===== config.mk =====
export PLATFORM = sky130hd
export DESIGN_NAME = brq_disc_cell
export DESIGN_NICKNAME = d
export VERILOG_FILES = /design/src/design/brq_pkg.sv /design/src/design/brq_disc_cell.sv
export SDC_FILE = /design/constraint.sdc
export NUM_CORES = 1
export LEC_CHECK = 0
export ABC_AREA = 1
export BUFFER_PORTS_ARGS = -buffer_cell sky130_fd_sc_hd__buf_4
export CORE_ASPECT_RATIO = 0.75
export CORE_MARGIN = 1.5
export CORE_UTILIZATION = 52
export DETAILED_ROUTE_END_ITERATION = 16
export PLACE_DENSITY = 0.85
export SLEW_MARGIN = 20
export SYNTH_ARGS = -nofsm -noshare
export SYNTH_HDL_FRONTEND = slang
export SYNTH_SLANG_ARGS = --single-unit
export TNS_END_PERCENT = 30

===== constraint.sdc =====
create_clock -name clk -period 21.1 [get_ports clk]
set_clock_uncertainty 0.05 [all_clocks]
set_input_delay 4.22 -clock clk [delete_from_list [all_inputs] [get_ports clk]]
set_output_delay 4.22 -clock clk [all_outputs]
set_load 0.01 [all_outputs]

===== src/design/brq_pkg.sv =====
`timescale 1ns / 1ps

package brq_pkg;

  localparam int DATA_W    = 32;
  localparam int FRAC_BITS = 16;
  localparam int RAD_W     = 2 * DATA_W;
  localparam int ROOT_W    = DATA_W;
  localparam int REM_W     = ROOT_W + 3;
  localparam int STEPS     = RAD_W / 2;
  localparam int CNT_W     = 3;

  localparam logic [CNT_W-1:0] CNT_NONE = 3'd0;
  localparam logic [CNT_W-1:0] CNT_TWO  = 3'd2;
  localparam logic [CNT_W-1:0] CNT_FOUR = 3'd4;

  localparam logic [ROOT_W-1:0] RMAX = {1'b0, {(ROOT_W-1){1'b1}}};

  typedef struct packed {
    logic [REM_W-1:0]  rem;
    logic [ROOT_W-1:0] root;
  } sq_t;

  // discriminant chain: sqrt of b*b - 4d, b and class ride along
  typedef struct packed {
    logic                     vld;
    logic [RAD_W-1:0]         rad;
    logic [REM_W-1:0]         rem;
    logic [ROOT_W-1:0]        root;
    logic signed [DATA_W-1:0] b;
    logic [CNT_W-1:0]         count;
  } dc_t;

  // root chain: sqrt of y1 and y2 scaled to fixed point
  typedef struct packed {
    logic              vld;
    logic [RAD_W-1:0]  rad1;
    logic [REM_W-1:0]  rem1;
    logic [ROOT_W-1:0] root1;
    logic [RAD_W-1:0]  rad2;
    logic [REM_W-1:0]  rem2;
    logic [ROOT_W-1:0] root2;
    logic [CNT_W-1:0]  count;
  } rc_t;

  typedef struct packed {
    logic [DATA_W-1:0] re;
    logic [DATA_W-1:0] rc;
    logic [DATA_W-1:0] rb;
    logic [DATA_W-1:0] ra;
    logic [CNT_W-1:0]  count;
  } res_t;

  // one restoring square root digit: bring in two radicand bits, try root*4+1
  function automatic sq_t sqrt_step(input logic [REM_W-1:0] rem,
                                    input logic [ROOT_W-1:0] root,
                                    input logic [1:0] bits2);
    logic [REM_W-1:0] cur;
    logic [REM_W-1:0] trial;
    sq_t              res;
    cur   = {rem[REM_W-3:0], bits2};
    trial = {1'b0, root, 2'b01};
    if (cur >= trial) begin
      res.rem  = cur - trial;
      res.root = {root[ROOT_W-2:0], 1'b1};
    end else begin
      res.rem  = cur;
      res.root = {root[ROOT_W-2:0], 1'b0};
    end
    return res;
  endfunction

endpackage


===== src/design/brq_disc_cell.sv =====
`timescale 1ns / 1ps

module brq_disc_cell (
  input  logic          clk,
  input  logic          rst,
  input  logic          en,
  input  brq_pkg::dc_t  din,
  output brq_pkg::dc_t  dout
);

  brq_pkg::dc_t dout_next;
  brq_pkg::sq_t sq;

  always_comb begin
    sq              = brq_pkg::sqrt_step(din.rem, din.root,
                                         din.rad[brq_pkg::RAD_W-1 -: 2]);
    dout_next       = din;
    dout_next.rad   = {din.rad[brq_pkg::RAD_W-3:0], 2'b00};
    dout_next.rem   = sq.rem;
    dout_next.root  = sq.root;
  end

  always_ff @(posedge clk) begin
    if (rst) begin
      dout.vld <= 1'b0;
    end else if (en) begin
      dout <= dout_next;
    end
  end

endmodule


==> out/qor.csv <==
stage,metric,value,unit
status,status,"finished, final reports clean",
floorplanning,Rows,39,
synthesis,Unique masters post-synth,30,
floorplanning,die footprint,16300,sq um
clock_tree,CTS Buf Count,17,
sta,Slew Limit Fails,0,
worst_setup_path,worst endpoint required time,21.34,ns
clock_tree,CTS resizes,0,
placed_design,# port buffers,332,
global_routing,Tot GR Track Use,32.0,%
cells_and_area,final std cells w/o fill,1400,
cells_and_area,max reg flops,165,
floorplanning,core box area,15200,sq um
sta,Relative slew margins,46.9,%
clock_tree,H-tree levels,4,
cells_and_area,"most common cell after layout, fill and taps aside",buf_4,
worst_setup_path,CP Capture Type,register,
worst_setup_path,worst r2r src,dout[166],
placed_design,Placed Cells incl. Taps,1364,
flow_run,maxcap violations,0,
worst_setup_path,Setup crit start,din[48],
worst_setup_path,FF-to-FF path depth,2,
sta,fin crit period,6.31,ns
power,Total Power,898,uW
cells_and_area,area grow syn2layout,41.1,%
hold_path,HP Class,register to register,
cells_and_area,nets,1382,
sta,total negative slack,0,ns
clock_tree,post-cts hold buffer count,0,
floorplanning,initial core utilization,53.2,%
sta,final worst-path cycle share,29.9,%
worst_setup_path,Setup CP Type,input port to register,
floorplanning,Die Ht,111,um
clock_tree,Setup Buffers After CTS,0,
cells_and_area,largest registers,dout: 165 flops,
sta,Worst Tran Pin Value,0.796,ns
cells_and_area,largest reg by FF count,dout,
cells_and_area,fraction of layout cells with a size suffix above 1,32.3,%
floorplanning,IO Count,337,
synthesis,Post-Syn Instances,831,
placed_design,post-DP HPWL,20100,um
worst_setup_path,reg2reg setup slack,20.45,ns
worst_setup_path,Crit Path Max Fanout,37,
clock_tree,CTS max path bufs,2,
detailed_routing,DR WL/cell,18.7,um
worst_setup_path,worst path arrival time,6.55,ns
sta,RSZ-0062 raised after global routing,no,
sta,endpoints failing hold,0,
power,leakage power,5.54,nW
clock_tree,clock slew at reported path FFs,0.07,ns
worst_setup_path,CP startpoint kind,input port,
sta,final setup fails,0,
synthesis,register bit total from synthesis,165,
placed_design,RePlAce Congestion,0.916,
synthesis,post-synth design cell area,8100,sq um
clock_tree,"Clk Latency, worst-skew pair",0.42,ns
global_routing,largest net degree at the start of global routing,63,
synthesis,Yosys warning total,0,
detailed_routing,total number of vias,7081,
detailed_routing,DRT iter0 DRCs,517,
clock_tree,CTS tree,yes,
global_routing,first-pass GRT wire length,39200,um
clock_tree,root buf cell,clkbuf_16,
clock_tree,Sink Count,165,
global_routing,initial antenna violation count,1,
global_routing,aggregate global routing overflow,0,
cells_and_area,most frequent cells in the layout,"buf_4 (335), nand2_1 (308), edfxtp_1 (164), inv_1 (124), nor2_1 (58)",
power,PwrDens,78.6,nW/um^2
detailed_routing,TritonRoute pass-1 iters,6,
detailed_routing,Post-Route WL,26200,um
detailed_routing,Routed Antenna Nets,0,
detailed_routing,Via density,5.06,
worst_setup_path,Worst R2R End,dout[166],
floorplanning,Die Span X,147,um
worst_setup_path,Worst Setup EP,dout[93],
synthesis,syn avg cell area,9.75,sq um
synthesis,post-synthesis sequential area ratio,61.1,%
hold_path,Hold Crit Depth,2,
power,VDD IR max,0.0648,mV
sta,fmax,159,MHz
global_routing,vias in the first global route,6818,
detailed_routing,drt drc,0,
[per-layer routing]
layer,track usage [%],share of wire (%),up-vias
met1,40.8,40,3347
li1,-,-,3387
met5,0,0,-
met4,5.60,1.3,0
met2,55.6,50,316
met3,8.31,9.3,31
[synth_stat cells, drive strengths merged]
cell type	number	share of area (%)
clkinv	1	0.046
nor3	11	0.80
o21a	2	0.19
a21o	2	0.19
inv	130	6.1
nand3b	10	0.93
conb	1	0.046
xor2	16	1.7
buf	8	0.93
edfxtp	164	61
o21bai	2	0.19
a21oi	28	1.8
o21ai	7	0.43
xnor2	2	0.22
nand2	311	15
dfxtp	1	0.25
nand3	35	2.3
nand4	4	0.31
ha	34	5.3
nor2	62	3.0
[area by class of cell]
| type | count | area (sq um) |
|---|---|---|
| flip-flops and latches | 165 | 4940 |
| fillers | 1105 | 3800 |
| multi-input cells | 528 | 2600 |
| repair buffers | 335 | 2510 |
| inverters | 131 | 494 |
| clock buffers | 17 | 425 |
| well taps | 205 | 256 |
| clock inverters | 15 | 185 |
| diodes | 4 | 10.0 |
[cells by family after synthesis]
| family | Yosys count | synth area share (%) |
|---|---|---|
| AOI/OAI and AO/OA | 41 | 2.81 |
| xor gates and xnor gates | 18 | 1.95 |
| DFF | 165 | 61.1 |
| buffers and inverters | 139 | 7.03 |
| other | 1 | 0.0463 |
| adders and majority gates | 34 | 5.25 |
| and+or+nand+nor | 433 | 21.9 |
[worst min path at each step]
stage / start / endpoint
global route: dout[166] / dout[166]
global placement: dout[166] / dout[166]
CTS: dout[166] / dout[166]
detailed placement: dout[166] / dout[166]
floorplan: dout[166] / dout[166]
finish: dout[166] / dout[166]
[power by group]
part | switching, mW | leakage, nW | total (mW) | internal (mW)
Combinational | 0.0999 | 3.70 | 0.177 | 0.0772
Sequential | 0.00805 | 1.54 | 0.399 | 0.391
Clock | 0.142 | 0.291 | 0.322 | 0.180
Total | 0.250 | 5.54 | 0.898 | 0.648
[through the flow]
step                setup WS (ns)  hold WS (ns)  area (sq um)  utilization, %
floorplan                    9.20         0.427          8100               -
CTS                         14.79         0.431         11400            75.0
global route                14.55         0.480         11400            75.0
finish                      14.79         0.431         11400            75.1
detailed placement          14.34         0.421         10800            71.0
global placement            14.43         0.395         10800            71.0
[critical path, cell delays in order]
cell and delay [ns]:
buf_4 0.09, inv_1 0.04, ha_1 0.34, nand2_1 0.14
inv_1 0.06, nand2_1 0.15, inv_1 0.10, a21oi_2 0.21
nand3_2 0.17, nand3_2 0.11, nand2_4 0.26, inv_4 0.43
nand2_1 0.11, nand2_1 0.10
Note: power is estimated with default switching activity, not from simulation.
