[config.mk]
export PLATFORM = sky130hd
export DESIGN_NAME = brq_out_buf
export DESIGN_NICKNAME = d
export VERILOG_FILES = /design/src/design/brq_pkg.sv /design/src/design/brq_out_buf.sv
export SDC_FILE = /design/constraint.sdc
export NUM_CORES = 1
export LEC_CHECK = 0
export CORE_UTILIZATION = 45
export CTS_BUF_LIST = sky130_fd_sc_hd__clkbuf_8
export DETAILED_ROUTE_END_ITERATION = 10
export DONT_BUFFER_PORTS = 1
export GPL_TIMING_DRIVEN = 0
export SLEW_MARGIN = 30
export SYNTH_ARGS = -nofsm -noshare
export SYNTH_HDL_FRONTEND = slang
export SYNTH_SLANG_ARGS = --single-unit
[constraint.sdc]
create_clock -name clk -period 18.4 [get_ports clk]
set_input_delay 0 -clock clk [delete_from_list [all_inputs] [get_ports clk]]
set_output_delay 0 -clock clk [all_outputs]
set_load 0.01 [all_outputs]
[src/design/brq_pkg.sv]
`timescale 1ns / 1ps

package brq_pkg;

  localparam int DATA_W    = 32;
  localparam int FRAC_BITS = 16;
  localparam int RAD_W     = 2 * DATA_W;
  localparam int ROOT_W    = DATA_W;
  localparam int REM_W     = ROOT_W + 3;
  localparam int STEPS     = RAD_W / 2;
  localparam int CNT_W     = 3;

  localparam logic [CNT_W-1:0] CNT_NONE = 3'd0;
  localparam logic [CNT_W-1:0] CNT_TWO  = 3'd2;
  localparam logic [CNT_W-1:0] CNT_FOUR = 3'd4;

  localparam logic [ROOT_W-1:0] RMAX = {1'b0, {(ROOT_W-1){1'b1}}};

  typedef struct packed {
    logic [REM_W-1:0]  rem;
    logic [ROOT_W-1:0] root;
  } sq_t;

  // discriminant chain: sqrt of b*b - 4d, b and class ride along
  typedef struct packed {
    logic                     vld;
    logic [RAD_W-1:0]         rad;
    logic [REM_W-1:0]         rem;
    logic [ROOT_W-1:0]        root;
    logic signed [DATA_W-1:0] b;
    logic [CNT_W-1:0]         count;
  } dc_t;

  // root chain: sqrt of y1 and y2 scaled to fixed point
  typedef struct packed {
    logic              vld;
    logic [RAD_W-1:0]  rad1;
    logic [REM_W-1:0]  rem1;
    logic [ROOT_W-1:0] root1;
    logic [RAD_W-1:0]  rad2;
    logic [REM_W-1:0]  rem2;
    logic [ROOT_W-1:0] root2;
    logic [CNT_W-1:0]  count;
  } rc_t;

  typedef struct packed {
    logic [DATA_W-1:0] re;
    logic [DATA_W-1:0] rc;
    logic [DATA_W-1:0] rb;
    logic [DATA_W-1:0] ra;
    logic [CNT_W-1:0]  count;
  } res_t;

  // one restoring square root digit: bring in two radicand bits, try root*4+1
  function automatic sq_t sqrt_step(input logic [REM_W-1:0] rem,
                                    input logic [ROOT_W-1:0] root,
                                    input logic [1:0] bits2);
    logic [REM_W-1:0] cur;
    logic [REM_W-1:0] trial;
    sq_t              res;
    cur   = {rem[REM_W-3:0], bits2};
    trial = {1'b0, root, 2'b01};
    if (cur >= trial) begin
      res.rem  = cur - trial;
      res.root = {root[ROOT_W-2:0], 1'b1};
    end else begin
      res.rem  = cur;
      res.root = {root[ROOT_W-2:0], 1'b0};
    end
    return res;
  endfunction

endpackage

[src/design/brq_out_buf.sv]
`timescale 1ns / 1ps

module brq_out_buf (
  input  logic           clk,
  input  logic           rst,
  input  logic           push,
  input  brq_pkg::res_t  din,
  output logic           room,
  output logic           out_vld,
  input  logic           out_rdy,
  output brq_pkg::res_t  dout
);

  logic          main_vld;
  logic          skid_vld;
  brq_pkg::res_t skid;
  logic          pop;

  assign pop     = main_vld & out_rdy;
  assign room    = ~skid_vld;
  assign out_vld = main_vld;

  always_ff @(posedge clk) begin
    if (rst) begin
      main_vld <= 1'b0;
      skid_vld <= 1'b0;
    end else if (skid_vld) begin
      // upstream is held while the skid beat is parked
      if (pop) begin
        dout     <= skid;
        skid_vld <= 1'b0;
      end
    end else if (push) begin
      if (!main_vld || pop) begin
        dout     <= din;
        main_vld <= 1'b1;
      end else begin
        skid     <= din;
        skid_vld <= 1'b1;
      end
    end else if (pop) begin
      main_vld <= 1'b0;
    end
  end

endmodule

==> results of run 1 <==
==> worst max-delay path, stage by stage, from the launching register on <==
cell      delay, ns
dfxtp_1        0.31
buf_6          0.15
buf_6          0.15
nand2b_4       0.16
nor4b_2        0.36
buf_2          0.28
buf_4          0.19
buf_2          0.19
buf_4          0.16
buf_2          0.18
buf_2          0.20
==> sequential cells by signal, indices dropped and copies added, names as in the netlist <==
signal,flops
skid_vld,1
dout,131
skid,131
out_vld,1
==> stage by stage <==
| step | total power [mW] | cells | TNS, ns |
|---|---|---|---|
| 6_report | 1.26 | 941 | 0 |
| 5_1_grt | 1.31 | 940 | 0 |
| 4_1_cts | 1.28 | 937 | 0 |
| 3_5_place_dp | 0.778 | 728 | 0 |
| 3_3_place_gp | 0.778 | 691 | -408.21 |
| 2_1_floorplan | 0.763 | 421 | 0 |
==> report_power, final <==
group | leakage (nW) | switching, mW | internal (mW)
clock network | 0.452 | 0.218 | 0.252
registers | 2.42 | 0.0177 | 0.691
logic | 1.37 | 0.0361 | 0.0489
total | 4.24 | 0.272 | 0.992
==> what timing repair did <==
item / in CTS / in global routing
setup endpoints to repair: 0 / 0
endpoints found under the hold margin: 326 / 0
hold buffers: 136 / 0
==> cell families (layout without fill, tap and decap cells) <==
| group | after synthesis | in the layout | share of synthesized area, % |
|---|---|---|---|
| multiplexers | 131 | 131 | 15.4 |
| AO/OA/AOI/OAI | 4 | 4 | 0.353 |
| AND/OR/NAND/NOR | 5 | 5 | 0.405 |
| flip-flops | 264 | 264 | 82.6 |
| other | 0 | 4 | 0 |
| buffers and inverters | 17 | 263 | 1.25 |
==> metal layers <==
layer,wire length [um],vias up,track usage [%]
met5,0,-,0
li1,-,2130,-
met2,10200,223,31.5
met3,1760,37,6.60
met4,433,0,7.06
met1,7630,2378,21.0
==> final cells by class <==
| cell class | instances | area share [%] |
|---|---|---|
| Multi-Input combinational cell | 140 | 12.7 |
| Clock buffer | 45 | 5.01 |
| Inverter | 2 | 0.0608 |
| Buffer | 15 | 0.911 |
| Clock inverter | 28 | 1.31 |
| Antenna cell | 4 | 0.0810 |
| Timing Repair Buffer | 173 | 13.2 |
| Tap cell | 270 | 2.73 |
| Sequential cell | 264 | 64.0 |
==> cell usage after synthesis <==
master / count
mux2_2: 131
a211oi_1: 1
nor4b_1: 1
edfxtp_1: 262
dfxtp_1: 2
nand2b_1: 1
inv_1: 2
a21oi_1: 1
nor2b_1: 1
nand2_1: 1
buf_2: 9
o22ai_1: 1
buf_6: 6
a221oi_2: 1
nand2b_4: 1
==> worst paths after layout <==
| path | from | cells after the start | end |
|---|---|---|---|
| max | skid_vld$_SDFF_PP0_ | 10 | skid[10]$_DFFE_PP_ |
| min | out_rdy | 2 | skid_vld$_SDFF_PP0_ |
| max reg2reg | skid_vld$_SDFF_PP0_ | 10 | skid[10]$_DFFE_PP_ |
| min reg2reg | skid[62]$_DFFE_PP_ | 1 | dout[62]$_DFFE_PP_ |
==> impl_metrics.env, run 1 <==
export IMPL_min_path_type="primary input to flip-flop"
export IMPL_grt_antenna_before_repair=4
export IMPL_grt_setup_unrepaired="false"
export IMPL_syn_area_um2=9580
export IMPL_layout_nets=774
export IMPL_path_max_fanout=10
export IMPL_drc=0
export IMPL_port_buffers=0
export IMPL_vias_per_cell=5.07
export IMPL_start_util_pct=46.6
export IMPL_clk_pin_slew_ns=0.07
export IMPL_setup_slack_ns=15.74
export IMPL_vias=4768
export IMPL_start_kind="flip-flop"
export IMPL_multi_input_area_um2=1570
export IMPL_power_density_nw_per_um2=102
export IMPL_layout_drive_gt1_share_pct=35.4
export IMPL_worstPathArrival_ns=2.87
export IMPL_grt_use_total_pct=18.4
export IMPL_ctsResizeCount=0
export IMPL_setup_viol=0
export IMPL_h_tree_depth=2
export IMPL_register_area_um2=7910
export IMPL_postPlaceCellArea_um2=10200
export IMPL_slew_limit_headroom_pct=57.6
export IMPL_post_cts_buffers=0
export IMPL_coreArea_um2=20600
export IMPL_ir_drop_uv=65.0
export IMPL_hold_viol=0
export IMPL_gp_congestion=0.763
export IMPL_routed_wl_um=20000
export IMPL_syn_inst=421
export IMPL_antenna_left=0
export IMPL_drtIter0Drc=192
export IMPL_fp_dieW_um=148
export IMPL_ys_warn_count=0
export IMPL_ios=268
export IMPL_finalClockSkew_ns=0.0201
export IMPL_layout_commonest_cell="edfxtp_1"
export IMPL_worstSetupPathType="flip-flop to flip-flop"
export IMPL_fmax_mhz=376
export IMPL_cts_tree="done"
export IMPL_status="completed"
export IMPL_cts_sinks=264
export IMPL_grt_pass1_wl_um=30300
export IMPL_clock_root_buffer="clkbuf_8"
export IMPL_maxCapViolCount=0
export IMPL_holdWs_ns=0.120
export IMPL_cellLeakagePower_nw=4.24
export IMPL_die_y_um=148
export IMPL_synthToLayoutAreaGrowth_pct=29.0
export IMPL_layout_min_cycle_time_ns=2.66
export IMPL_syn_area_per_cell_um2=22.7
export IMPL_synth_area_leaders="edfxtp_1, mux2_2, buf_6"
export IMPL_reg2reg_slack_ns=15.74
export IMPL_die_area_um2=21900
export IMPL_stdcell_area_um2=12400
export IMPL_final_fill_count=1529
export IMPL_pre_cts_ws_ns=15.75
export IMPL_synth_cell_type_count=15
export IMPL_final_core_util_pct=60.1
export IMPL_first_pass_iters=4
export IMPL_finalCritPeriodShare_pct=14.4
export IMPL_worstSetupEndpointType="flip-flop"
export IMPL_grt_max_degree=16
export IMPL_yosysTopAreaCellShare_pct=82.2
export IMPL_fp_row_count=52
export IMPL_ys_seq_area_share_pct=82.6
export IMPL_maxSlewViolCount=0
export IMPL_tightest_slew_ns=0.636
export IMPL_insertion_delay_ns=0.53
export IMPL_cts_buffers=43
export IMPL_mostFrequentLayoutCells="edfxtp_1, dlygate4sd3_1, mux2_2, clkbuf_8, buf_2"
export IMPL_grt_overflow_total=0
export IMPL_syn_num_nets=556
export IMPL_synth_top_area_cell="edfxtp_1"
export IMPL_avgRoutedWirePerCell_um=21.2
export IMPL_worstPathRequired_ns=18.61
export IMPL_grt_pass1_vias=5334
export IMPL_clockBufferDepth=3
export IMPL_place_hpwl_um=12900
export IMPL_ys_seq_elements=264
Note: power is estimated with default switching activity, not from simulation.
==> run 2, diff against run 1 <==
==> constraint.sdc (replaced) <==
create_clock -name clk -period 2.2 [get_ports clk]
set_input_delay 0 -clock clk [delete_from_list [all_inputs] [get_ports clk]]
set_output_delay 0 -clock clk [all_outputs]
set_load 0.01 [all_outputs]
==> run 2 against run 1 <==
Effect of this change:
- total power grew to 8.3 times the previous value
- worst hold slack better by 0.0017 ns
- clock-buffer cell count rose by 1
- critical path type unchanged
- highest routed layer unchanged
==> impl_metrics.env, run 2 (synthesized netlist as in run 1, its figures left out) <==
export IMPL_clk_pin_slew_ns=0.07
export IMPL_start_kind="flip-flop"
export IMPL_path_cells="nand2_1 > a221oi_4 > buf_4 > buf_4 > buf_6 > buf_6"
export IMPL_max_stage_delay_ns=0.58
export IMPL_clockBufferDepth=3
export IMPL_maxSlewViolCount=0
export IMPL_power_density_nw_per_um2=848
export IMPL_grt_max_degree=20
export IMPL_clock_root_buffer="clkbuf_8"
export IMPL_cp_slowest_cell="dfxtp_1"
export IMPL_status="completed"
export IMPL_worstPathArrival_ns=2.30
export IMPL_final_core_util_pct=60.3
export IMPL_cellLeakagePower_nw=4.22
export IMPL_vias=4725
export IMPL_worstPathRequired_ns=2.42
export IMPL_antenna_left=0
export IMPL_fp_dieW_um=148
export IMPL_fp_row_count=52
export IMPL_vias_per_cell=5.06
export IMPL_die_area_um2=21900
export IMPL_cts_sinks=264
export IMPL_top_regs="dout x131, skid x131"
export IMPL_postPlaceCellArea_um2=10200
export IMPL_finalClockSkew_ns=0.0210
export IMPL_cts_tree="done"
export IMPL_routed_wl_um=19400
export IMPL_ir_drop_uv=455
export IMPL_layout_drive_gt1_share_pct=34.6
export IMPL_setup_viol=0
export IMPL_grt_antenna_before_repair=0
export IMPL_die_y_um=148
export IMPL_avgRoutedWirePerCell_um=20.8
export IMPL_slew_limit_headroom_pct=71.3
export IMPL_cts_buffers=42
export IMPL_cpLargestDelayFamily="buffers and inverters"
export IMPL_grt_pass1_wl_um=29900
export IMPL_tns_ns=0
export IMPL_grt_use_total_pct=18.0
export IMPL_start_util_pct=46.6
export IMPL_min_path_type="primary input to flip-flop"
export IMPL_h_tree_depth=2
export IMPL_grt_pass1_vias=5230
export IMPL_stdcell_area_um2=12400
export IMPL_path_max_fanout=13
export IMPL_drtIter0Drc=169
export IMPL_layout_min_cycle_time_ns=2.08
export IMPL_first_pass_iters=4
export IMPL_layout_commonest_cell="edfxtp_1"
export IMPL_crit_buf_inv=4
export IMPL_fmax_mhz=481
export IMPL_finalCritPeriodShare_pct=94.4
export IMPL_pre_cts_ws_ns=-0.439
export IMPL_drc=0
export IMPL_worstSetupEndpointType="flip-flop"
export IMPL_worstSetupPathType="flip-flop to flip-flop"
export IMPL_n_antenna_cell=0
export IMPL_hold_viol=0
export IMPL_setup_slack_ns=0.122
export IMPL_grt_setup_unrepaired="false"
export IMPL_layout_nets=767
export IMPL_mostFrequentLayoutCells="edfxtp_1, dlygate4sd3_1, mux2_2, clkbuf_8, buf_6"
export IMPL_grt_overflow_total=0
export IMPL_port_buffers=0
export IMPL_tightest_slew_ns=0.430
export IMPL_total_power_mw=10.5
export IMPL_ios=268
export IMPL_coreArea_um2=20600
export IMPL_synthToLayoutAreaGrowth_pct=29.5
export IMPL_gp_congestion=0.772
export IMPL_insertion_delay_ns=0.53
export IMPL_maxCapViolCount=0
export IMPL_place_hpwl_um=12700
## run 2: final cells by class
cell class	count	area [um^2]
Fill cell	1489	8160
Buffer	14	114
Tap cell	270	338
Clock inverter	30	143
Multi-Input combinational cell	140	1570
Inverter	2	7.51
Timing Repair Buffer	168	1680
Sequential cell	264	7910
Clock buffer	46	633
## run 2: stage by stage
step           hold slack, ns  cells
6_report                0.122    934
5_1_grt                0.0939    934
4_1_cts                0.0816    931
3_5_place_dp           0.0780    716
3_3_place_gp           0.0759    691
2_1_floorplan          0.0728    421
## run 2: per-layer routing
metal  track usage, %  up-vias  wire, um
li1                 -     2130         -
met1             21.3     2330      7470
met2             30.1      229      9700
met3             6.60       36      1880
met4             6.39        0       410
met5                0        -         0
## run 2: worst paths after layout
check | end | cells after the start | slack, ns | startpoint
setup / recovery | dout[116]$_DFFE_PP_ | 6 | 0.12 | out_vld$_SDFFE_PP0P_
hold / removal | skid_vld$_SDFF_PP0_ | 2 | 0.12 | out_rdy
setup reg to reg | dout[116]$_DFFE_PP_ | 6 | 0.12 | out_vld$_SDFFE_PP0P_
hold reg to reg | dout[123]$_DFFE_PP_ | 1 | 0.54 | skid[123]$_DFFE_PP_
## run 2: where the power goes
part	total [mW]	switching, mW	internal, mW
clock	3.87	1.84	2.03
combinational	0.722	0.300	0.421
sequential	5.92	0.146	5.78
total	10.5	2.29	8.23
## run 2: repair_timing
action	in CTS	in global routing
hold buffers	136	0
setup buffers	4	4
endpoints found under the hold margin	375	0
setup endpoints to repair	140	56
pin swaps	2	1
resized for setup	4	2
