File: src/design/brq_pkg.sv
`timescale 1ns / 1ps

package brq_pkg;

  localparam int DATA_W    = 32;
  localparam int FRAC_BITS = 16;
  localparam int RAD_W     = 2 * DATA_W;
  localparam int ROOT_W    = DATA_W;
  localparam int REM_W     = ROOT_W + 3;
  localparam int STEPS     = RAD_W / 2;
  localparam int CNT_W     = 3;

  localparam logic [CNT_W-1:0] CNT_NONE = 3'd0;
  localparam logic [CNT_W-1:0] CNT_TWO  = 3'd2;
  localparam logic [CNT_W-1:0] CNT_FOUR = 3'd4;

  localparam logic [ROOT_W-1:0] RMAX = {1'b0, {(ROOT_W-1){1'b1}}};

  typedef struct packed {
    logic [REM_W-1:0]  rem;
    logic [ROOT_W-1:0] root;
  } sq_t;

  // discriminant chain: sqrt of b*b - 4d, b and class ride along
  typedef struct packed {
    logic                     vld;
    logic [RAD_W-1:0]         rad;
    logic [REM_W-1:0]         rem;
    logic [ROOT_W-1:0]        root;
    logic signed [DATA_W-1:0] b;
    logic [CNT_W-1:0]         count;
  } dc_t;

  // root chain: sqrt of y1 and y2 scaled to fixed point
  typedef struct packed {
    logic              vld;
    logic [RAD_W-1:0]  rad1;
    logic [REM_W-1:0]  rem1;
    logic [ROOT_W-1:0] root1;
    logic [RAD_W-1:0]  rad2;
    logic [REM_W-1:0]  rem2;
    logic [ROOT_W-1:0] root2;
    logic [CNT_W-1:0]  count;
  } rc_t;

  typedef struct packed {
    logic [DATA_W-1:0] re;
    logic [DATA_W-1:0] rc;
    logic [DATA_W-1:0] rb;
    logic [DATA_W-1:0] ra;
    logic [CNT_W-1:0]  count;
  } res_t;

  // one restoring square root digit: bring in two radicand bits, try root*4+1
  function automatic sq_t sqrt_step(input logic [REM_W-1:0] rem,
                                    input logic [ROOT_W-1:0] root,
                                    input logic [1:0] bits2);
    logic [REM_W-1:0] cur;
    logic [REM_W-1:0] trial;
    sq_t              res;
    cur   = {rem[REM_W-3:0], bits2};
    trial = {1'b0, root, 2'b01};
    if (cur >= trial) begin
      res.rem  = cur - trial;
      res.root = {root[ROOT_W-2:0], 1'b1};
    end else begin
      res.rem  = cur;
      res.root = {root[ROOT_W-2:0], 1'b0};
    end
    return res;
  endfunction

endpackage

File: src/design/brq_root_cell.sv
`timescale 1ns / 1ps

module brq_root_cell (
  input  logic          clk,
  input  logic          rst,
  input  logic          en,
  input  brq_pkg::rc_t  din,
  output brq_pkg::rc_t  dout
);

  brq_pkg::rc_t dout_next;
  brq_pkg::sq_t sq1;
  brq_pkg::sq_t sq2;

  always_comb begin
    sq1             = brq_pkg::sqrt_step(din.rem1, din.root1,
                                         din.rad1[brq_pkg::RAD_W-1 -: 2]);
    sq2             = brq_pkg::sqrt_step(din.rem2, din.root2,
                                         din.rad2[brq_pkg::RAD_W-1 -: 2]);
    dout_next       = din;
    dout_next.rad1  = {din.rad1[brq_pkg::RAD_W-3:0], 2'b00};
    dout_next.rem1  = sq1.rem;
    dout_next.root1 = sq1.root;
    dout_next.rad2  = {din.rad2[brq_pkg::RAD_W-3:0], 2'b00};
    dout_next.rem2  = sq2.rem;
    dout_next.root2 = sq2.root;
  end

  always_ff @(posedge clk) begin
    if (rst) begin
      dout.vld <= 1'b0;
    end else if (en) begin
      dout <= dout_next;
    end
  end

endmodule

File: config.mk
export PLATFORM = sky130hd
export DESIGN_NAME = brq_root_cell
export DESIGN_NICKNAME = d
export VERILOG_FILES = /design/src/design/brq_pkg.sv /design/src/design/brq_root_cell.sv
export SDC_FILE = /design/constraint.sdc
export NUM_CORES = 1
export LEC_CHECK = 0
export BUFFER_PORTS_ARGS = -buffer_cell sky130_fd_sc_hd__buf_2
export CAP_MARGIN = 20
export CORE_ASPECT_RATIO = 0.9
export CORE_MARGIN = 2
export CORE_UTILIZATION = 30
export DETAILED_ROUTE_END_ITERATION = 10
export GPL_TIMING_DRIVEN = 0
export SLEW_MARGIN = 20
export SYNTH_ARGS = -nofsm -noshare
export SYNTH_HDL_FRONTEND = slang
export SYNTH_SLANG_ARGS = --single-unit
File: constraint.sdc
create_clock -name clk -period 20.1 [get_ports clk]
set_input_delay 2.01 -clock clk [delete_from_list [all_inputs] [get_ports clk]]
set_output_delay 2.01 -clock clk [all_outputs]
set_load 0.02 [all_outputs]
==> qor.csv, run 1 <==
stage,metric,value,unit
routing,first_iter_violations,563,
layout,fin_area,17300,sq um
routing,post_drt_wl_per_cell,18.1,um
routing,route.antenna.remaining_nets,0,
layout,design.final.nets,1920,
layout,multiInputGateArea,4260,sq um
setup_path,reg2reg_to,dout[265],
global_routing,antenna_violations_before_repair,13,
floorplan,placement_rows,71,
yosys,synth.area.top_cells,"sky130_fd_sc_hd__edfxtp_1 62%, sky130_fd_sc_hd__ha_1 6.8%, sky130_fd_sc_hd__o21ai_0 3.3%",
place,dpl_cell_area,16200,sq um
timing,min_period_over_period,23.7,%
yosys,synth_flop_cell,sky130_fd_sc_hd__edfxtp_1,
layout,post_route_cells_drive_above_1_share,38.6,%
setup_path,timing_worst_setup_path_type,input pin to flop,
global_routing,pin_count_of_the_biggest_net_entering_global_routing,31,
power,switching_power,437,uW
yosys,synth.avg_cell_area,12.4,sq um
timing,timing_worst_slew_pin_value,0.739,ns
clocking,clock_path_buffers,3,
floorplan,die_width,220,um
setup_path,regToRegStartpoint,dout[265],
layout,largest_reg_flops,262,
timing,timing_hold_violations_final,0,
yosys,yosys.area_share.simple,8.27,%
layout,ff_latch_area,7860,sq um
yosys,synth-seq-area-share,62.5,%
global_routing,globalRouteTotalUtil,16.7,%
power,netSwitchingFraction,27.2,%
yosys,yosys.cell_types.count,62,
global_routing,vias_in_the_first_global_route,9887,
clocking,clock_tree_from_tritoncts,built,
setup_path,r2r_slack,19.51,ns
clocking,cts.sinks,262,
setup_path,kind_of_end_point_of_the_critical_path,flop,
global_routing,grt.overflow.total,0,
yosys,synth-edff-count,261,
clocking,cts.reportedPaths.clkPinSlew,0.06,ns
timing,timing.setup.tns,0,ns
yosys,combinational_family_with_the_most_area_after_synthesis,compound AO/OA/AOI/OAI gates,
timing,timing.clock.skew,0,ns
power,pd_cells,92.6,nW/um^2
yosys,synth_fa_ha_area_share,6.77,%
yosys,ys_warn_count,0,
power,power.share.clock,39.4,%
yosys,synthArstFlopShare,0,%
yosys,yosysMostFrequentCell,sky130_fd_sc_hd__edfxtp_1,
power,pwr-share-seq,41.4,%
job,timing.max_cap.violations,0,
timing,grt_setup_unrepaired,no,
layout,biggestRegsByFlops,dout (262),
layout,final.fill_count,4050,
floorplan,fp.coreArea,41600,sq um
outcome,outcome,finished clean,
setup_path,setup.worst_path.start_class,input pin,
setup_path,critical_path.max_fanout,10,
layout,area_delta_synth_final,37.9,%
power,static-leakage-power,7.57,nW
setup_path,cp-endpoint,dout[183],
clocking,cts_buffer_count,30,
setup_path,timing.reg2reg.worst_path_depth,2,
timing,fmaxAchievable,0.210,GHz
clocking,clock_insertion_delay_worst_skew,0.57,ns
clocking,htree_num_levels,1,
clocking,cts_setup_buffers,0,
setup_path,worst_ep_required_time,20.39,ns
setup_path,critical_path_arrival,5.06,ns
power,intPower,1.17,mW
yosys,yosys.area.top_type,sky130_fd_sc_hd__edfxtp_1,
clocking,clockRootBuffer,sky130_fd_sc_hd__clkbuf_16,
routing,detailedRoute.firstPassIterationCount,5,
routing,wirelength,39.1,mm
yosys,synthesized_area_fraction_occupied_by_xor_and_xnor_cells,4.18,%
yosys,post_synth_instance_area,12600,sq um
yosys,synth_top_area_share,62.3,%
routing,route.vias.total,10100,
min_path,hold_path.class,flop to flop,
yosys,synth-seq-cells,262,
timing,setup_viol_count_final,0,
global_routing,grt_pass1_wl,56.1,mm
timing,timing.final.crit_period,4.77,ns
yosys,synth_common_cells,"261 x sky130_fd_sc_hd__edfxtp_1, 103 x sky130_fd_sc_hd__nand2_1, 84 x sky130_fd_sc_hd__o21ai_0",
power,vdd_drop_max,0.0583,mV
timing,count_of_final_max_slew_check_failures,0,
floorplan,fp.dieH,198,um
setup_path,worst_setup_path_startpoint,din[150],
place,gpl.final_weighted_congestion,0.905,
place,place_inst,2098,
floorplan,boundaryPins,535,
layout,max_flop_register,dout,
yosys,synth_compound_area_share,13.4,%
floorplan,die_area,43600,sq um
timing,max_slew_margin,50.7,%
place,dpl.hpwl,31.3,mm
layout,finish.cell_count_without_fillers,2158,
floorplan,effective_utilization_at_floorplan,30.2,%
place,place.port_buffers,526,
power,combinationalPowerShare,19.2,%
yosys,synth_mux_area_share,1.05,%
clocking,ctsResizeCount,0,
routing,viasPerCell,4.70,
clocking,hold_buffers,0,
routing,route.detailed.drc,0,
yosys,post_synth_inst_count,1011,
cells in the final DEF, fill, tap and decap left out, types with 8 or more instances in the layout:
master	Yosys	final
sky130_fd_sc_hd__mux2_2	9	9
sky130_fd_sc_hd__nand3_1	13	13
sky130_fd_sc_hd__nor3_1	11	11
sky130_fd_sc_hd__and3_1	8	8
sky130_fd_sc_hd__nor2b_1	12	11
sky130_fd_sc_hd__edfxtp_1	261	261
sky130_fd_sc_hd__xnor2_1	36	36
sky130_fd_sc_hd__o211ai_1	9	9
sky130_fd_sc_hd__nand2_1	103	103
sky130_fd_sc_hd__inv_1	83	83
sky130_fd_sc_hd__o21ai_0	84	84
sky130_fd_sc_hd__nand2b_1	13	13
sky130_fd_sc_hd__bufinv_16	0	9
sky130_fd_sc_hd__ha_1	68	68
sky130_fd_sc_hd__nand4_1	15	15
sky130_fd_sc_hd__a21oi_1	65	65
sky130_fd_sc_hd__nor2_1	31	31
sky130_fd_sc_hd__a21o_1	40	40
sky130_fd_sc_hd__clkbuf_1	21	22
sky130_fd_sc_hd__clkbuf_16	0	31
sky130_fd_sc_hd__buf_2	5	531
sky130_fd_sc_hd__xor2_1	24	24
final cells by class:
class	instances	share of cell area, %
Sequential cell	262	45.3
Multi-Input combinational cell	634	24.6
Timing Repair Buffer	537	16.7
Clock buffer	32	4.50
Buffer	35	0.953
Tap cell	547	3.95
Antenna cell	4	0.0577
Inverter	83	1.80
Clock inverter	24	2.14
stage by stage:
step / hold WS, ns / power [mW] / setup WS [ns] / utilization [%]
after detailed placement: 0.507 / 0.986 / 14.73 / 38.9
after CTS: 0.523 / 1.63 / 15.36 / 41.7
after floorplan: 0.579 / 0.876 / 5.63 / -
final: 0.516 / 1.61 / 15.33 / 41.7
after global placement: 0.472 / 0.991 / 0.392 / 38.2
after global routing: 0.585 / 1.68 / 15.18 / 41.7
cell families (layout without fill, tap and decap cells):
logic type	count (synthesis)	count (layout)
XOR/XNOR	60	60
adder cells (fa/ha/maj)	68	68
AO/OA/AOI/OAI	268	268
other	1	8
multiplexers	12	12
AND/OR/NAND/NOR	222	222
buffers and inverters	118	711
flip-flops	262	262
metal layers:
layer / track usage [%] / vias to the layer above / wire length (um)
li1: - / 4888 / -
met5: 0 / - / 69
met4: 3.98 / 12 / 920
met1: 19.5 / 4793 / 15000
met2: 29.6 / 380 / 19500
met3: 5.33 / 72 / 3580
worst min-delay path by stage:
| stage | from | endpoint | slack, ns | cells past startpoint |
|---|---|---|---|---|
| after floorplan | dout[265] | dout[265] | 0.58 | 2 |
| after global placement | dout[265] | dout[265] | 0.47 | 2 |
| after detailed placement | dout[265] | dout[265] | 0.51 | 2 |
| after CTS | dout[265] | dout[265] | 0.52 | 2 |
| after global routing | dout[265] | dout[265] | 0.59 | 2 |
| final | dout[265] | dout[265] | 0.52 | 2 |
power groups by stage:
stage                     clock network, mW  logic, mW  registers [mW]
after floorplan                           0      0.133           0.742
after global placement                    0      0.301           0.691
after detailed placement                  0      0.309           0.677
after CTS                             0.653      0.311           0.666
after global routing                  0.670      0.337           0.669
final                                 0.632      0.308           0.665
critical path: stages:
cell	delay, ns
sky130_fd_sc_hd__buf_2	0.09
sky130_fd_sc_hd__inv_1	0.04
sky130_fd_sc_hd__ha_1	0.27
sky130_fd_sc_hd__clkbuf_1	0.19
sky130_fd_sc_hd__a21oi_1	0.26
sky130_fd_sc_hd__o21ai_0	0.16
sky130_fd_sc_hd__a21oi_1	0.15
sky130_fd_sc_hd__a21bo_2	0.29
sky130_fd_sc_hd__a21oi_1	0.25
sky130_fd_sc_hd__o21ai_1	0.14
sky130_fd_sc_hd__a31oi_2	0.43
sky130_fd_sc_hd__buf_2	0.38
sky130_fd_sc_hd__mux2_2	0.39
Note: power is estimated with default switching activity, not from simulation.
==> inputs of run 2 (changes only) <==
==> constraint.sdc (replaced) <==
create_clock -name clk -period 4.89 [get_ports clk]
set_input_delay 0.489 -clock clk [delete_from_list [all_inputs] [get_ports clk]]
set_output_delay 0.489 -clock clk [all_outputs]
set_load 0.02 [all_outputs]
==> qor.csv, run 2 (same netlist as run 1, synthesis figures left out) <==
stage,metric,value,unit,change
outcome,outcome,finished clean,,
power,power.share.clock,35.5,%,-3.9 points
floorplan,fp.coreArea,41600,sq um,unchanged
layout,mostFrequentLayoutCells,"531 x sky130_fd_sc_hd__buf_2, 261 x sky130_fd_sc_hd__edfxtp_1, 103 x sky130_fd_sc_hd__nand2_1",,
place,dp_slack,1.04,ns,-13.69 ns
floorplan,boundaryPins,535,,unchanged
place,gpl.final_weighted_congestion,0.912,,+0.85%
clocking,htree_num_levels,1,,unchanged
timing,timing.clock.skew,0,ns,unchanged
global_routing,grt_pass1_wl,57.0,mm,+1.7%
power,combinationalPowerShare,20.6,%,+1.4 points
layout,area_delta_synth_final,36.3,%,
clocking,clockRootBuffer,sky130_fd_sc_hd__clkbuf_16,,
timing,timing_hold_violations_final,0,,unchanged
clocking,cts.reportedPaths.clkPinSlew,0.06,ns,about the same
global_routing,grt.overflow.total,0,,unchanged
layout,biggestRegsByFlops,dout (262),,
layout,max_flop_register,dout,,
timing,count_of_final_max_slew_check_failures,0,,unchanged
clocking,clock_tree_from_tritoncts,built,,
timing,timing.final.crit_period,3.33,ns,
setup_path,timing_worst_setup_path_type,input pin to flop,,
setup_path,worst_ep_required_time,5.17,ns,-15.22 ns
routing,route.vias.total,10200,,+0.099%
place,dpl.hpwl,32.2,mm,+3.0%
setup_path,critical_path_arrival,3.61,ns,-1.45 ns
clocking,clock_insertion_delay_worst_skew,0.55,ns,-0.02 ns
floorplan,die_area,43600,sq um,unchanged
routing,first_iter_violations,595,,+5.7%
setup_path,cpMaxStageDelayCell,sky130_fd_sc_hd__o311ai_2,,
routing,viasPerCell,4.72,,+0.33%
clocking,cts.sinks,262,,unchanged
clocking,ctsResizeCount,0,,unchanged
setup_path,critical_path.n_buffers_inverters,2,,-2
layout,design.final.nets,1919,,-0.052%
clocking,cts_buffer_count,29,,-3.3%
routing,route.antenna.remaining_nets,0,,unchanged
floorplan,placement_rows,71,,unchanged
power,static-leakage-power,7.48,nW,-1.2%
timing,grt_setup_unrepaired,no,,
layout,layout.cells.most_common,sky130_fd_sc_hd__buf_2,,
timing,setup_viol_count_final,0,,unchanged
min_path,hold_path.class,input pin to flop,,
floorplan,effective_utilization_at_floorplan,30.2,%,unchanged
clocking,clock_path_buffers,3,,unchanged
place,place.port_buffers,526,,unchanged
global_routing,pin_count_of_the_biggest_net_entering_global_routing,29,,-6.5%
setup_path,kind_of_end_point_of_the_critical_path,flop,,
power,vdd_drop_max,0.306,mV,+420%
layout,finish.cell_count_without_fillers,2153,,-0.23%
global_routing,vias_in_the_first_global_route,10200,,+2.7%
clocking,cts_setup_buffers,0,,unchanged
timing,fmaxAchievable,0.300,GHz,
timing,max_slew_margin,57.7,%,+7.1 points
timing,timing_worst_slew_pin_value,0.633,ns,-0.106 ns
timing,timing.setup.tns,0,ns,unchanged
timing,min_period_over_period,68.1,%,
floorplan,fp.dieH,198,um,unchanged
setup_path,critical_path.max_fanout,6,,-4
setup_path,worst_path_largest_cell_delay,0.53,ns,+0.10 ns
routing,route.detailed.drc,0,,unchanged
clocking,hold_buffers,0,,unchanged
layout,post_route_cells_drive_above_1_share,38.2,%,-0.48 points
power,netSwitchingFraction,27.7,%,+0.46 points
setup_path,worst_path_dominant_cell_family,compound AO/OA/AOI/OAI gates,,
place,place_inst,2098,,unchanged
timing,final.setup.worst_slack,1.56,ns,-13.77 ns
global_routing,antenna_violations_before_repair,11,,-2
layout,largest_reg_flops,262,,unchanged
timing,timing.hold.ws,0.103,ns,-0.413 ns
setup_path,cp_cell_sequence,buf_2 -> inv_1 -> ha_1 -> and3_1 -> nand4_1 -> o31ai_2 -> a31oi_1 -> o311ai_2 -> a21oi_1 -> o21ai_0 -> mux2_2,,
setup_path,setup.worst_path.start_class,input pin,,
global_routing,globalRouteTotalUtil,17.0,%,+0.29 points
power,switching_power,1.72,mW,+290%
power,pd_cells,364,nW/um^2,+290%
floorplan,die_width,220,um,unchanged
routing,detailedRoute.firstPassIterationCount,5,,unchanged
routing,wirelength,39.8,mm,+1.6%
power,pwr-share-seq,43.9,%,+2.5 points
power,intPower,4.51,mW,+290%
routing,post_drt_wl_per_cell,18.5,um,+1.9%
job,timing.max_cap.violations,0,,unchanged
## run 2: changes by cell type in the layout (fill, tap and decap cells not counted)
cell | previous run | this run
sky130_fd_sc_hd__clkinv_4 | 5 | 0
sky130_fd_sc_hd__bufinv_16 | 9 | 5
sky130_fd_sc_hd__clkinv_1 | 4 | 7
sky130_fd_sc_hd__clkbuf_16 | 31 | 29
sky130_fd_sc_hd__clkinv_2 | 3 | 5
sky130_fd_sc_hd__clkbuf_1 | 22 | 23
sky130_fd_sc_hd__clkinvlp_4 | 2 | 1
sky130_fd_sc_hd__diode_2 | 4 | 5
sky130_fd_sc_hd__inv_6 | 0 | 1
sky130_fd_sc_hd__inv_8 | 1 | 0
## run 2: area by class of cell
cell class              count  area, sq um
fillers                  4066        24400
clock inverters            19          218
multi-input cells         634         4260
clock buffers              31          733
plain buffers              35          165
inverters                  83          312
repair buffers            537         2900
flip-flops and latches    262         7860
well taps                 547          684
diodes                      5         12.5
## run 2: power by group through the flow
| stage | Sequential, mW | Combinational [mW] | Clock [mW] |
|---|---|---|---|
| CTS | 2.74 | 1.29 | 2.29 |
| finish | 2.74 | 1.28 | 2.21 |
| detailed placement | 2.78 | 1.28 | 0 |
| global placement | 2.80 | 1.25 | 0 |
| global route | 2.75 | 1.40 | 2.37 |
| floorplan | 3.02 | 0.549 | 0 |
## run 2: routing by layer
| layer | vias up | global-route usage (%) | routed length (um) |
|---|---|---|---|
| met5 | - | 0 | 57 |
| met4 | 10 | 4.65 | 1010 |
| met3 | 80 | 4.85 | 3300 |
| met2 | 385 | 29.9 | 19700 |
| met1 | 4797 | 20.1 | 15700 |
| li1 | 4883 | - | - |
## run 2: worst paths after layout
kind,from,end,slack (ns),depth (start not counted)
max,din[141],dout[200],1.56,11
min,din[127],dout[129],0.10,1
max reg2reg,dout[265],dout[265],4.31,2
min reg2reg,dout[265],dout[265],0.49,2
## run 2: per-stage QoR
step / instance area (sq um) / power (mW) / util [%]
4_1_cts: 17100 / 6.31 / 41.2
6_report: 17100 / 6.23 / 41.2
3_3_place_gp: 15900 / 4.05 / 38.3
2_1_floorplan: 12600 / 3.57 / -
3_5_place_dp: 16200 / 4.07 / 38.9
5_1_grt: 17100 / 6.52 / 41.2
